$ cat src/hw/rtl/playfair_digraph_encryptor_unit_macros.svh
// assertion macros used by the playfair encryptor back end
`ifndef PLAYFAIR_DIGRAPH_ENCRYPTOR_UNIT_MACROS_SVH
`define PLAYFAIR_DIGRAPH_ENCRYPTOR_UNIT_MACROS_SVH

// property checked on every rising clock edge outside reset
`define PFE_ASSERT(lbl, prop, msg) \
  lbl: assert property (@(posedge clk_i) disable iff (!rst_ni) (prop)) else $error(msg);

// condition that must never be seen outside reset
`define PFE_ASSERT_NEVER(lbl, cond, msg) \
  lbl: assert property (@(posedge clk_i) disable iff (!rst_ni) !(cond)) else $error(msg);

`endif

$ cat src/hw/rtl/pfe_pkg.sv
// package with shared types, constants and square index helpers
`default_nettype none

package pfe_pkg;

  localparam int Side    = 5;
  localparam int Cells   = 25;
  localparam int Letters = 26;

  localparam logic [4:0] LetterI = 5'd8;
  localparam logic [4:0] LetterJ = 5'd9;
  localparam logic [4:0] LetterZ = 5'd25;

  typedef enum logic [1:0] {
    OP_START   = 2'd0,
    OP_KEY     = 2'd1,
    OP_FINISH  = 2'd2,
    OP_ENCRYPT = 2'd3
  } op_e;

  typedef struct packed {
    op_e        op;
    logic [4:0] a;
    logic [4:0] b;
  } cmd_t;

  // saturate to z, then fold j onto i
  function automatic logic [4:0] clean_plain(logic [4:0] l);
    logic [4:0] s;
    s = (l > LetterZ) ? LetterZ : l;
    return (s == LetterJ) ? LetterI : s;
  endfunction

  function automatic logic [2:0] cell_row(logic [4:0] c);
    logic [2:0] r;
    if (c >= 5'd20) begin
      r = 3'd4;
    end else if (c >= 5'd15) begin
      r = 3'd3;
    end else if (c >= 5'd10) begin
      r = 3'd2;
    end else if (c >= 5'd5) begin
      r = 3'd1;
    end else begin
      r = 3'd0;
    end
    return r;
  endfunction

  function automatic logic [2:0] cell_col(logic [4:0] c);
    logic [4:0] t;
    t = c - 5'(cell_row(c)) * 5'(Side);
    return t[2:0];
  endfunction

  function automatic logic [4:0] cell_at(logic [2:0] r, logic [2:0] c);
    return 5'(r) * 5'(Side) + 5'(c);
  endfunction

  function automatic logic [2:0] wrap_inc(logic [2:0] x);
    return (x == 3'(Side - 1)) ? 3'd0 : x + 3'd1;
  endfunction

endpackage

`default_nettype wire

$ cat src/hw/rtl/pfe_front.sv
// front end: takes transactions, classifies them and queues commands
`default_nettype none

module pfe_front (
  input  wire logic          clk_i,
  input  wire logic          rst_ni,
  input  wire logic          push,
  output logic               full,
  input  wire logic [1:0]    op_i,
  input  wire logic [4:0]    letter_a_i,
  input  wire logic [4:0]    letter_b_i,
  output logic               cmd_valid_o,
  output pfe_pkg::cmd_t      cmd_o,
  input  wire logic          cmd_pop_i
);

  pfe_pkg::cmd_t cmd_q [2];
  logic          wr_ptr_q, wr_ptr_d;
  logic          rd_ptr_q, rd_ptr_d;
  logic [1:0]    count_q, count_d;

  pfe_pkg::op_e  op;
  pfe_pkg::cmd_t cmd_in;
  logic          accept, keep, take;

  assign op     = pfe_pkg::op_e'(op_i);
  assign full   = (count_q == 2'd2);
  assign accept = push && !full;

  // out-of-range key letters have no effect and are dropped here
  assign keep = accept && !(op == pfe_pkg::OP_KEY && letter_a_i > pfe_pkg::LetterZ);
  assign take = cmd_pop_i && (count_q != 2'd0);

  always_comb begin
    cmd_in.op = op;
    cmd_in.a  = letter_a_i;
    cmd_in.b  = letter_b_i;
    unique case (op)
      pfe_pkg::OP_ENCRYPT: begin
        cmd_in.a = pfe_pkg::clean_plain(letter_a_i);
        cmd_in.b = pfe_pkg::clean_plain(letter_b_i);
      end
      pfe_pkg::OP_START, pfe_pkg::OP_KEY, pfe_pkg::OP_FINISH: begin
        cmd_in.b = 5'd0;
      end
      default: begin
        cmd_in.b = 5'd0;
      end
    endcase
  end

  always_comb begin
    wr_ptr_d = keep ? !wr_ptr_q : wr_ptr_q;
    rd_ptr_d = take ? !rd_ptr_q : rd_ptr_q;
    count_d  = count_q + 2'(keep) - 2'(take);
  end

  always_ff @(posedge clk_i) begin
    if (keep) begin
      cmd_q[wr_ptr_q] <= cmd_in;
    end
  end

  always_ff @(posedge clk_i or negedge rst_ni) begin
    if (!rst_ni) begin
      wr_ptr_q <= 1'b0;
      rd_ptr_q <= 1'b0;
      count_q  <= 2'd0;
    end else begin
      wr_ptr_q <= wr_ptr_d;
      rd_ptr_q <= rd_ptr_d;
      count_q  <= count_d;
    end
  end

  assign cmd_valid_o = (count_q != 2'd0);
  assign cmd_o       = cmd_q[rd_ptr_q];

endmodule

`default_nettype wire

$ cat src/hw/rtl/pfe_back.sv
// back end: key square build, fill sequencer, pair lookup and result register
`default_nettype none

`include "playfair_digraph_encryptor_unit_macros.svh"

module pfe_back (
  input  wire logic          clk_i,
  input  wire logic          rst_ni,
  input  wire logic          cmd_valid_i,
  input  wire pfe_pkg::cmd_t cmd_i,
  output logic               cmd_pop_o,
  output logic               empty,
  input  wire logic          pop,
  output logic [4:0]         cipher_a_o,
  output logic [4:0]         cipher_b_o,
  output logic               not_ready_o
);

  typedef enum logic [3:0] {
    S_IDLE = 4'b0001,
    S_FILL = 4'b0010,
    S_POS  = 4'b0100,
    S_DONE = 4'b1000
  } state_e;

  state_e      state_q, state_d;
  logic [25:0] used_q, used_d;
  logic [4:0]  filled_q, filled_d;
  logic        complete_q, complete_d;
  logic [4:0]  letter_q, letter_d;
  logic        nr_q, nr_d;
  logic        out_valid_q, out_valid_d;
  logic [4:0]  out_a_q, out_b_q;
  logic        out_nr_q;

  logic [4:0]  square_mem [pfe_pkg::Cells];
  logic [4:0]  pos_mem [pfe_pkg::Letters];
  logic [4:0]  pos_a_q, pos_b_q;
  logic [4:0]  sq_a_q, sq_b_q;

  logic        idle_cmd, key_place, fill_place, we;
  logic [4:0]  wr_letter;
  logic        pos_re, sq_re, out_free, out_load;
  logic [2:0]  ra, ca, rb, cb;
  logic [4:0]  oa, ob;

  assign idle_cmd   = (state_q == S_IDLE) && cmd_valid_i;
  assign cmd_pop_o  = idle_cmd;
  assign key_place  = idle_cmd && (cmd_i.op == pfe_pkg::OP_KEY) && !complete_q &&
                      (filled_q < 5'(pfe_pkg::Cells)) && !used_q[cmd_i.a];
  assign fill_place = (state_q == S_FILL) && (filled_q < 5'(pfe_pkg::Cells)) &&
                      !used_q[letter_q];
  assign we         = key_place || fill_place;
  assign wr_letter  = (state_q == S_FILL) ? letter_q : cmd_i.a;
  assign pos_re     = idle_cmd && (cmd_i.op == pfe_pkg::OP_ENCRYPT) && complete_q;
  assign sq_re      = (state_q == S_POS);
  assign out_free   = !out_valid_q || pop;
  assign out_load   = (state_q == S_DONE) && out_free;

  // pair rules on the looked-up cells
  always_comb begin
    ra = pfe_pkg::cell_row(pos_a_q);
    ca = pfe_pkg::cell_col(pos_a_q);
    rb = pfe_pkg::cell_row(pos_b_q);
    cb = pfe_pkg::cell_col(pos_b_q);
    if (ra == rb) begin
      oa = pfe_pkg::cell_at(ra, pfe_pkg::wrap_inc(ca));
      ob = pfe_pkg::cell_at(rb, pfe_pkg::wrap_inc(cb));
    end else if (ca == cb) begin
      oa = pfe_pkg::cell_at(pfe_pkg::wrap_inc(ra), ca);
      ob = pfe_pkg::cell_at(pfe_pkg::wrap_inc(rb), cb);
    end else begin
      oa = pfe_pkg::cell_at(ra, cb);
      ob = pfe_pkg::cell_at(rb, ca);
    end
  end

  always_ff @(posedge clk_i) begin
    if (we) begin
      square_mem[filled_q] <= wr_letter;
      pos_mem[wr_letter]   <= filled_q;
    end
    if (pos_re) begin
      pos_a_q <= pos_mem[cmd_i.a];
      pos_b_q <= pos_mem[cmd_i.b];
    end
    if (sq_re) begin
      sq_a_q <= square_mem[oa];
      sq_b_q <= square_mem[ob];
    end
  end

  always_comb begin
    state_d     = state_q;
    used_d      = used_q;
    filled_d    = filled_q;
    complete_d  = complete_q;
    letter_d    = letter_q;
    nr_d        = nr_q;
    out_valid_d = out_valid_q && !pop;
    if (we) begin
      used_d[wr_letter] = 1'b1;
      filled_d          = filled_q + 5'd1;
    end
    unique case (state_q)
      S_IDLE: begin
        if (cmd_valid_i) begin
          unique case (cmd_i.op)
            pfe_pkg::OP_START: begin
              used_d     = 26'd1 << pfe_pkg::LetterJ;
              filled_d   = 5'd0;
              complete_d = 1'b0;
            end
            pfe_pkg::OP_KEY: begin
            end
            pfe_pkg::OP_FINISH: begin
              if (!complete_q) begin
                letter_d = 5'd0;
                state_d  = S_FILL;
              end
            end
            pfe_pkg::OP_ENCRYPT: begin
              nr_d    = !complete_q;
              state_d = complete_q ? S_POS : S_DONE;
            end
            default: begin
            end
          endcase
        end
      end
      S_FILL: begin
        letter_d = letter_q + 5'd1;
        if (letter_q == pfe_pkg::LetterZ) begin
          complete_d = 1'b1;
          state_d    = S_IDLE;
        end
      end
      S_POS: begin
        state_d = S_DONE;
      end
      S_DONE: begin
        if (out_free) begin
          out_valid_d = 1'b1;
          state_d     = S_IDLE;
        end
      end
      default: begin
        state_d = S_IDLE;
      end
    endcase
  end

  always_ff @(posedge clk_i) begin
    if (out_load) begin
      out_a_q  <= nr_q ? 5'd0 : sq_a_q;
      out_b_q  <= nr_q ? 5'd0 : sq_b_q;
      out_nr_q <= nr_q;
    end
  end

  always_ff @(posedge clk_i or negedge rst_ni) begin
    if (!rst_ni) begin
      state_q     <= S_IDLE;
      used_q      <= 26'd1 << pfe_pkg::LetterJ;
      filled_q    <= 5'd0;
      complete_q  <= 1'b0;
      letter_q    <= 5'd0;
      nr_q        <= 1'b0;
      out_valid_q <= 1'b0;
    end else begin
      state_q     <= state_d;
      used_q      <= used_d;
      filled_q    <= filled_d;
      complete_q  <= complete_d;
      letter_q    <= letter_d;
      nr_q        <= nr_d;
      out_valid_q <= out_valid_d;
    end
  end

  assign empty       = !out_valid_q;
  assign cipher_a_o  = out_a_q;
  assign cipher_b_o  = out_b_q;
  assign not_ready_o = out_nr_q;

  `PFE_ASSERT(a_complete_all_used, complete_q |-> (&used_q), "complete square with unused letter")
  `PFE_ASSERT(a_complete_full, complete_q |-> (filled_q == 5'(pfe_pkg::Cells)), "complete square not full")
  `PFE_ASSERT(a_result_from_done, $rose(out_valid_q) |-> $past(state_q == S_DONE), "result without lookup")
  `PFE_ASSERT_NEVER(a_nr_zero, out_valid_q && out_nr_q && (out_a_q != 5'd0 || out_b_q != 5'd0), "not ready with letters")

endmodule

`default_nettype wire

$ cat src/hw/rtl/playfair_digraph_encryptor_unit.sv
// top level: 5x5 key square playfair pair encryptor
// an encrypt result is registered in the front queue, position lookup, square lookup and
// result register (a not ready one skips both lookups); key and start commands 1 per cycle
// while the back end is idle; encrypt holds it until its result loads, finish for its sweep
// front queue holds 2 commands, result register holds 1 transaction
// reset (async, active low) empties both queues and clears the square to no key
`default_nettype none

module playfair_digraph_encryptor_unit (
  input  wire logic       clk_i,
  input  wire logic       rst_ni,
  input  wire logic       push,
  output logic            full,
  input  wire logic [1:0] op_i,
  input  wire logic [4:0] letter_a_i,
  input  wire logic [4:0] letter_b_i,
  output logic            empty,
  input  wire logic       pop,
  output logic [4:0]      cipher_a_o,
  output logic [4:0]      cipher_b_o,
  output logic            not_ready_o
);

  logic          cmd_valid;
  logic          cmd_pop;
  pfe_pkg::cmd_t cmd;

  pfe_front u_front (
    .clk_i       (clk_i),
    .rst_ni      (rst_ni),
    .push        (push),
    .full        (full),
    .op_i        (op_i),
    .letter_a_i  (letter_a_i),
    .letter_b_i  (letter_b_i),
    .cmd_valid_o (cmd_valid),
    .cmd_o       (cmd),
    .cmd_pop_i   (cmd_pop)
  );

  pfe_back u_back (
    .clk_i       (clk_i),
    .rst_ni      (rst_ni),
    .cmd_valid_i (cmd_valid),
    .cmd_i       (cmd),
    .cmd_pop_o   (cmd_pop),
    .empty       (empty),
    .pop         (pop),
    .cipher_a_o  (cipher_a_o),
    .cipher_b_o  (cipher_b_o),
    .not_ready_o (not_ready_o)
  );

endmodule

`default_nettype wire
$ cat config.mk
export PLATFORM = sky130hd
export DESIGN_NAME = playfair_digraph_encryptor_unit
export DESIGN_NICKNAME = d
export VERILOG_FILES = /design/src/hw/rtl/pfe_pkg.sv /design/src/hw/rtl/pfe_front.sv /design/src/hw/rtl/pfe_back.sv /design/src/hw/rtl/playfair_digraph_encryptor_unit.sv
export VERILOG_INCLUDE_DIRS = /design/src /design/src/hw/rtl
export SDC_FILE = /design/constraint.sdc
export NUM_CORES = 1
export LEC_CHECK = 0
export BUFFER_PORTS_ARGS = -buffer_cell sky130_fd_sc_hd__buf_2
export CAP_MARGIN = 25
export CORE_ASPECT_RATIO = 1.1
export CORE_UTILIZATION = 56
export DETAILED_ROUTE_END_ITERATION = 7
export PLACE_DENSITY = 0.77
export SLEW_MARGIN = 20
export SYNTH_ARGS = -nofsm -noshare
export SYNTH_HDL_FRONTEND = slang
export SYNTH_SLANG_ARGS = --single-unit
$ cat constraint.sdc
create_clock -name clk_i -period 13.7 [get_ports clk_i]
set_input_delay 2.055 -clock clk_i [delete_from_list [all_inputs] [get_ports clk_i]]
set_output_delay 2.055 -clock clk_i [all_outputs]
set_load 0.05 [all_outputs]
==> results of run 1 <==
-- metal layers --
metal	up-vias	GRT usage (%)
li1	5576	-
met1	6404	37.14
met2	735	45.53
met3	144	5.101
met4	0	11.11
met5	-	0
-- area by class of cell --
| cell class | instances | area (sq um) | area share, % |
|---|---|---|---|
| clock inverters | 13 | 128.9 | 0.6176 |
| repair buffers | 57 | 404.1 | 1.937 |
| inverters | 56 | 210.2 | 1.007 |
| multi-input cells | 942 | 8045 | 38.55 |
| well taps | 432 | 540.5 | 2.590 |
| flip-flops and latches | 357 | 10490 | 50.28 |
| clock buffers | 50 | 1047 | 5.019 |
-- stage by stage --
step,setup WS (ns),total power [mW],utilization (%),std cells
2_1_floorplan,8.686,2.062,-,1432
3_3_place_gp,7.724,2.326,58.68,1837
3_5_place_dp,7.547,2.357,58.75,1839
4_1_cts,7.536,3.339,62.28,1902
5_1_grt,7.182,3.456,62.53,1907
6_report,7.467,3.341,62.53,1907
-- power by group --
group | leakage [nW] | total (mW) | internal [mW] | switching [mW]
clock network | 0.572 | 0.991 | 0.574 | 0.416
registers | 3.34 | 1.46 | 1.37 | 0.0900
logic | 3.46 | 0.890 | 0.349 | 0.541
-- flip-flops by register name, summed over array words and instances, names as in the netlist, 2 cells and up --
name and count:
u_back.used_q 26, u_back.cipher_b_o 5, u_back.sq_b_q 5, u_back.state_q 4, u_back.square_mem 125, u_back.pos_a_q 5
u_back.cipher_a_o 5, u_back.sq_a_q 5, u_back.filled_q 5, u_front.cmd_q 24, u_back.pos_b_q 5, u_back.letter_q 5
u_front.count_q 2, u_back.pos_mem 130
-- layout by cell type, fill, tap and decap left out, types with 20 or more instances in the layout --
master and count:
buf_2 29, ha_1 44, mux2_2 36, nand3_1 36
o21a_1 31, nor2_1 119, o211ai_1 45, buf_4 24
nand2_1 101, inv_1 55, nor2b_1 20, mux4_2 76
o21ai_0 41, edfxtp_1 310, mux2i_1 111, dfrtp_1 42
clkbuf_16 39, a21oi_1 39
-- logic make-up after synthesis --
family                   Yosys count
AND/OR/NAND/NOR                  362
flip-flops                       357
AO/OA/AOI/OAI                    274
multiplexers                     229
buffers and inverters            133
adder cells (fa/ha/maj)           52
XOR/XNOR                          25
-- worst paths after layout --
| kind | startpoint | to | slack [ns] | depth (start not counted) |
|---|---|---|---|---|
| worst max-delay path | u_back.pos_a_q[3] | u_back.sq_a_q[1] | 7.47 | 20 |
| worst min-delay path | u_back.used_q[19] | u_back.used_q[19] | 0.51 | 1 |
| worst max register to register | u_back.pos_a_q[3] | u_back.sq_a_q[1] | 7.47 | 20 |
| worst min register to register | u_back.used_q[19] | u_back.used_q[19] | 0.51 | 1 |
| max in group asynchronous | rst_ni | u_back.filled_q[0] | 11.60 | 2 |
| min in group asynchronous | rst_ni | u_back.used_q[15] | 1.61 | 2 |
==> implementation parameters, run 1 <==
Parameter                              Value

Die
  Core Footprint ... 0.03337 sq mm
  Die Span Y ... 195.4 um
  Total die area ... between 0.03 and 0.04 sq mm
  Horizontal extent of the die ... 177.9 um
  Number of placement rows ... 70
  Starting utilization of the core area ... 57.09%
  Boundary Pins ... 29

STA
  Sum of negative setup slack ... 0 ns
  Fin crit period ... about 6.2 ns
  Peak clock frequency supported by timing ... 160.4 MHz
  Worst-case headroom to the max-slew limit ... 32.46%
  Fin crit share ... 45.50%
  Fin. Hold Viols ... 0
  Minimum hold slack ... approximately 0.51 ns
  Unrepaired setup endpoints after global routing ... no
  Total of endpoints with negative setup slack in the final report ... 0
  Worst-Margin Slew ... 1.005 ns
  Pins Over Slew Limit ... 0
  Worst Clk Skew ... 0.02171 ns

Synth
  Share of the yosys chip area belonging to registers ... 55.05%
  Simple-Gate Fraction of Synth Area ... 9.163%
  Synthesized area per cell ... 13.30 sq um
  Count of different cell masters after synthesis ... 89
  Multiplexer share of the synthesized area ... 17.33%
  Most repeated cell in the gate-level netlist after synthesis ... edfxtp_1
  Most common library cells after synthesis ... edfxtp_1, nor2_1, mux2i_1
  Largest area contributor in the synthesized netlist ... edfxtp_1
  Yosys top cell area share ... between 40% and 50%
  Synthesized netlist cell count ... approximately 1400
  XOR/XNOR Fraction of Synth Area ... about 1.3%
  Yosys Warn Count ... 0
  Combinational family with the most area after synthesis ... multiplexers
  Netlist area before placement ... ~0.019 sq mm
  Synthesized flop and latch total ... between 300 and 400
  Post-Synth Adder-Cell Area ... under 10%
  Syn Nets ... 1500
  Area fraction in compound gates after synthesis ... 10.25%
  Share of synthesized flip-flops with an asynchronous set or reset ... 13.17%
  Post-synth EDFFs ... 310
  Main area contributors after synthesis ... edfxtp_1, mux4_2, mux2i_1
  Prevailing post-synth register cell ... edfxtp_1

Routing
  Number of iterations in the first detailed-routing pass ... 5
  Post-DR vias/cell ... around 6.7
  Metal1 wirelength ... 18490 um
  Top layer in use ... met4
  Violation count after the first detailed-routing iteration ... between 1000 and 1500
  WL/cell ... about 25 um
  Post-DRT Antenna Nets ... 0
  DRC violations left ... 0
  Total length of routed wires ... between 40000 and 50000 um
  Met3 wirelength from detailed routing ... 4148 um
  DR vias ... between 10000 and 15000
  Met2 routed WL ... 23110 um

Global routing
  Total overflow reported by the global router ... 0
  Via count of the first global-routing pass ... 12600
  Total routing usage reported by global routing ... 27.95%
  First-pass GRT wire length ... 72760 um
  Initial antenna violation count ... 1
  Maximum number of pins on one net before global-route repair ... 48

Layout
  Antenna Diode Count ... 0
  Post-layout instance area ... 0.02087 sq mm
  Number of inserted filler cells in the final layout ... approximately 2500
  Fraction of layout instances using a drive strength above 1 ... 18.10%
  Net count reported at finish ... 1519
  Area Growth Syn to Fin ... 9.543%

Setup path
  Endpoint class of the critical path ... register
  Highest net fanout along the worst path ... 35
  Type of the worst setup path ... reg2reg
  Worst path slowest cell ... fa_1
  Worst endpoint required time ... 13.98 ns
  Cells along the critical path ... nor2b_1, o21ai_0, nor2_1, nor2_1, ha_1, inv_1, fa_1, inv_1, ha_1, a21oi_1, ha_1, inv_1, fa_1, or3_4, o21ai_4, buf_4, mux2i_1, mux2i_1, mux2_2, a221o_1
  Number of buffers and inverters on the critical path ... 4
  Largest delay contributor family on the critical path ... adder cells
  Type of origin of the critical path ... register
  Crit path arrival time ... 6.52 ns
  Maximum cell stage delay along the critical path ... 0.66 ns

Clocking
  CTS resizes ... 0
  Clock-pin slew reported for the worst setup and hold paths after clock tree synthesis ... 0.06 ns
  Total number of H-tree levels ... 2
  Number of hold buffers added after cts ... 0
  TritonCTS clock tree ... done
  Number of buffers added for setup after CTS ... 0
  Number of buffers between clock root and the deepest sink ... 3
  Clock latency of the later-clocked register in the worst-skew pair ... roughly 0.54 ns
  CTS root buffer ... clkbuf_16
  Total number of clock tree sinks ... 357
  Clock buffer count from CTS ... 37

Power
  IR Drop Worst-Case VDD ... 113.1 uV
  Power density relative to cell area ... 160.1 mW/mm^2
  Static leakage ... 7.376 nW

Placement
  Count of buffers inserted at the top-level ports ... 28
  Final GP Congestion ... 0.9356
  Standard cell area after detailed placement ... 0.01961 sq mm
  DP Wirelength ... 32620 um

Worst hold path
  Class of the tightest hold or removal check ... reg2reg

Job
  Number of max-capacitance violations reported ... 0

Outcome
  Outcome ... completed
Note: power is estimated with default switching activity, not from simulation.
==> inputs of run 2 (changes only) <==
--- a/config.mk
+++ b/config.mk
@@ -6,12 +6,13 @@
 export SDC_FILE = /design/constraint.sdc
 export NUM_CORES = 1
 export LEC_CHECK = 0
+export ABC_AREA = 1
 export BUFFER_PORTS_ARGS = -buffer_cell sky130_fd_sc_hd__buf_2
 export CAP_MARGIN = 25
 export CORE_ASPECT_RATIO = 1.1
 export CORE_UTILIZATION = 56
 export DETAILED_ROUTE_END_ITERATION = 7
-export PLACE_DENSITY = 0.77
+export PLACE_DENSITY = 0.8
 export SLEW_MARGIN = 20
 export SYNTH_ARGS = -nofsm -noshare
 export SYNTH_HDL_FRONTEND = slang
==> constraint.sdc (replaced) <==
create_clock -name clk_i -period 5.05 [get_ports clk_i]
set_input_delay 0.7575 -clock clk_i [delete_from_list [all_inputs] [get_ports clk_i]]
set_output_delay 0.7575 -clock clk_i [all_outputs]
set_load 0.05 [all_outputs]
==> implementation parameters, run 2 <==
Parameter                              Value

Outcome
  Outcome ... completed

STA
  Total of endpoints with negative setup slack in the final report ... 0 (unchanged)
  Worst-Margin Slew ... 1.130 ns (+0.1242 ns)
  Peak clock frequency supported by timing ... 212.0 MHz (+32%)
  Fin crit period ... 4.717 ns (-1.516 ns)
  Sum of negative setup slack ... 0 ns (unchanged)
  Worst-case headroom to the max-slew limit ... 23.90% (-8.6 points)
  Fin. Hold Viols ... 0 (unchanged)
  Pins Over Slew Limit ... 0 (unchanged)
  Fin crit share ... 93.40% (+48 points)
  Unrepaired setup endpoints after global routing ... no
  Worst Clk Skew ... 0.02438 ns (+0.002672 ns)

Setup path
  Crit path arrival time ... 5.00 ns (-1.52 ns)
  Cells along the critical path ... nor2_1, nand2_1, nand2_2, nand2_2, nand2_2, nand2_1, inv_1, ha_1, inv_1, fa_1, inv_1, ha_1, a21oi_1, ha_1, inv_1, fa_1, xnor2_1, o21ai_4, inv_2, nand3_1, nand3_1, nand2_1, nand2_1, nand2_1
  Number of buffers and inverters on the critical path ... 5 (+1)
  Worst r2r path cells ... 24 (+20%)
  Worst reg2reg path endpoint ... u_back.sq_a_q[1]
  Worst path slowest cell ... fa_1
  R2R Setup Slk ... 0.33 ns (-7.13 ns)
  Worst endpoint required time ... 5.34 ns (-8.64 ns)
  Endpoint class of the critical path ... register
  CP Depth ... 24 (+20%)
  Worst reg2reg startpoint ... u_back.pos_a_q[1]
  Most common cell type on the critical path ... nand2_1
  Maximum cell stage delay along the critical path ... 0.68 ns (+0.02 ns)
  Type of the worst setup path ... reg2reg
  Type of origin of the critical path ... register
  Largest delay contributor family on the critical path ... adder cells
  Highest net fanout along the worst path ... 15 (-57%)

Layout
  Leading cell types in the layout, fill and taps excluded ... nand3_1, nand2_1, edfxtp_1, inv_1, nor2_1
  Net count reported at finish ... 2264 (+49%)
  Area Growth Syn to Fin ... 9.458% (about the same)
  Antenna Diode Count ... 0 (unchanged)
  Largest registers ... u_back.pos_mem x130, u_back.square_mem x125, u_back.used_q x26
  Sequential standard cell area ... 0.01049 sq mm (about the same)
  Fraction of layout instances using a drive strength above 1 ... 9.937% (-8.2 points)
  Number of inserted filler cells in the final layout ... 2731 (+11%)
  Largest register FFs ... 130 (unchanged)
  Footprint of the multi-input gates ... 0.007589 sq mm (-5.7%)
  Most common library cell in the layout ignoring fill and taps ... nand3_1
  Register with the most flip-flops ... u_back.pos_mem

Die
  Number of placement rows ... 71 (+1.4%)
  Starting utilization of the core area ... 57.14% (about the same)
  Boundary Pins ... 29 (unchanged)
  Horizontal extent of the die ... 180.6 um (+1.5%)
  Core Footprint ... 0.03438 sq mm (+3.0%)
  Die Span Y ... 198.4 um (+1.5%)
  Total die area ... 0.03583 sq mm (+3.1%)

Clocking
  Number of hold buffers added after cts ... 0 (unchanged)
  Clock buffer count from CTS ... 37 (unchanged)
  Total number of H-tree levels ... 2 (unchanged)
  Clock-pin slew reported for the worst setup and hold paths after clock tree synthesis ... 0.06 ns (about the same)
  Clock latency of the later-clocked register in the worst-skew pair ... 0.55 ns (about the same)
  Total number of clock tree sinks ... 357 (unchanged)
  CTS root buffer ... clkbuf_16
  TritonCTS clock tree ... done
  Number of buffers between clock root and the deepest sink ... 3 (unchanged)

Global routing
  Via count of the first global-routing pass ... 16000 (+27%)
  First-pass GRT wire length ... 88610 um (+22%)
  Total overflow reported by the global router ... 0 (unchanged)
  Maximum number of pins on one net before global-route repair ... 53 (+10%)
  Total routing usage reported by global routing ... 32.28% (+4.3 points)
  Initial antenna violation count ... 0 (-1)

Synth
  Synthesized flop and latch total ... 357 (unchanged)
  Share of synthesized flip-flops with an asynchronous set or reset ... 13.17% (unchanged)
  Syn Nets ... 2256 (+50%)
  Main area contributors after synthesis ... edfxtp_1, nand3_1, nand2_1
  Yosys top cell area share ... 47.39% (-1.5 points)
  Prevailing post-synth register cell ... edfxtp_1
  Synthesized netlist cell count ... 2188 (+53%)
  Count of different cell masters after synthesis ... 51 (-43%)
  Netlist area before placement ... 0.01965 sq mm (+3.1%)
  Yosys Warn Count ... 0 (unchanged)
  Post-synth EDFFs ... 310 (unchanged)
  Most repeated cell in the gate-level netlist after synthesis ... nand3_1
  Largest area contributor in the synthesized netlist ... edfxtp_1
  Synthesized area per cell ... 8.979 sq um (-33%)
  Share of the yosys chip area belonging to registers ... 53.39% (-1.7 points)
  Most common library cells after synthesis ... nand3_1, nand2_1, edfxtp_1

Routing
  DR vias ... 16570 (+29%)
  Number of iterations in the first detailed-routing pass ... 8 (+3)
  Post-DR vias/cell ... 6.226 (-7.7%)
  Violation count after the first detailed-routing iteration ... 2544 (+71%)
  WL/cell ... 21.34 um (-15%)
  DRC violations left ... 0 (unchanged)
  Total length of routed wires ... 56810 um (+19%)
  Post-DRT Antenna Nets ... 0 (unchanged)

Job
  Number of max-capacitance violations reported ... 0 (unchanged)

Placement
  Final GP Congestion ... 0.9777 (+4.5%)
  Count of buffers inserted at the top-level ports ... 28 (unchanged)
  DP Wirelength ... 38230 um (+17%)

Worst hold path
  Class of the tightest hold or removal check ... in2async
run 2: changes by cell type after synthesis, sizes merged, moves of 22 or more:
cell,change
nand3,+314
nand2,+233
inv,+217
o21ai,+160
nor2,+148
mux2i,-115
mux4,-76
a21oi,+34
mux2,-31
o21a,-31
o211ai,-24
buf,+23
nor2b,-22
run 2: area by class of cell:
class	instances	area share, %
Timing Repair Buffer	82	2.921
Clock inverter	20	1.065
Inverter	275	4.824
Clock buffer	47	4.573
Sequential cell	357	48.78
Tap cell	438	2.549
Multi-Input combinational cell	1443	35.29
run 2: logic make-up (layout without fill, tap and decap cells):
family	after synthesis	count (layout)	share of synthesized area [%]
fa+ha+maj	52	52	3.618
mux	7	7	0.3885
compound gates	379	379	10.99
flops	357	357	53.39
simple gates	980	980	22.25
xor+xnor	25	25	1.153
buf+inv	388	424	8.216
run 2: worst max path at each step:
stage	from	to
after floorplan	u_back.pos_a_q[1]	u_back.sq_a_q[2]
after global placement	u_back.pos_b_q[1]	u_back.sq_b_q[2]
after detailed placement	u_back.pos_b_q[1]	u_back.sq_b_q[2]
after CTS	u_back.pos_b_q[1]	u_back.sq_b_q[2]
after global routing	u_back.pos_a_q[1]	u_back.sq_a_q[2]
final	u_back.pos_a_q[1]	u_back.sq_a_q[1]
run 2: metal layers:
layer | wire (um) | vias to the layer above | GRT usage, %
met5 | 0 | - | 0
met4 | 3799 | 0 | 20.42
met3 | 5815 | 284 | 5.712
met2 | 26890 | 1171 | 53.86
met1 | 20310 | 7637 | 39.11
li1 | - | 7482 | -
run 2: repair_timing:
item	CTS	global route
setup endpoints to repair	0	10
gates resized for setup	0	2
buffers inserted	0	6
run 2: per-stage QoR:
| stage | hold WS [ns] | std cells | setup slack, ns | utilization (%) | cell area [sq um] |
|---|---|---|---|---|---|
| after floorplan | 0.4451 | 2188 | 1.085 | - | 19650 |
| after global placement | 0.4856 | 2581 | 0.4542 | 58.45 | 20100 |
| after detailed placement | 0.4888 | 2582 | 0.2202 | 58.53 | 20120 |
| after CTS | 0.3482 | 2649 | 0.2287 | 62.06 | 21340 |
| after global routing | 0.3906 | 2662 | 0.009878 | 62.55 | 21500 |
| final | 0.3348 | 2662 | 0.3335 | 62.55 | 21500 |
Power of run 2 is not shown: default switching activity piles up to over one toggle a cycle in this logic, so the estimate is an artifact.
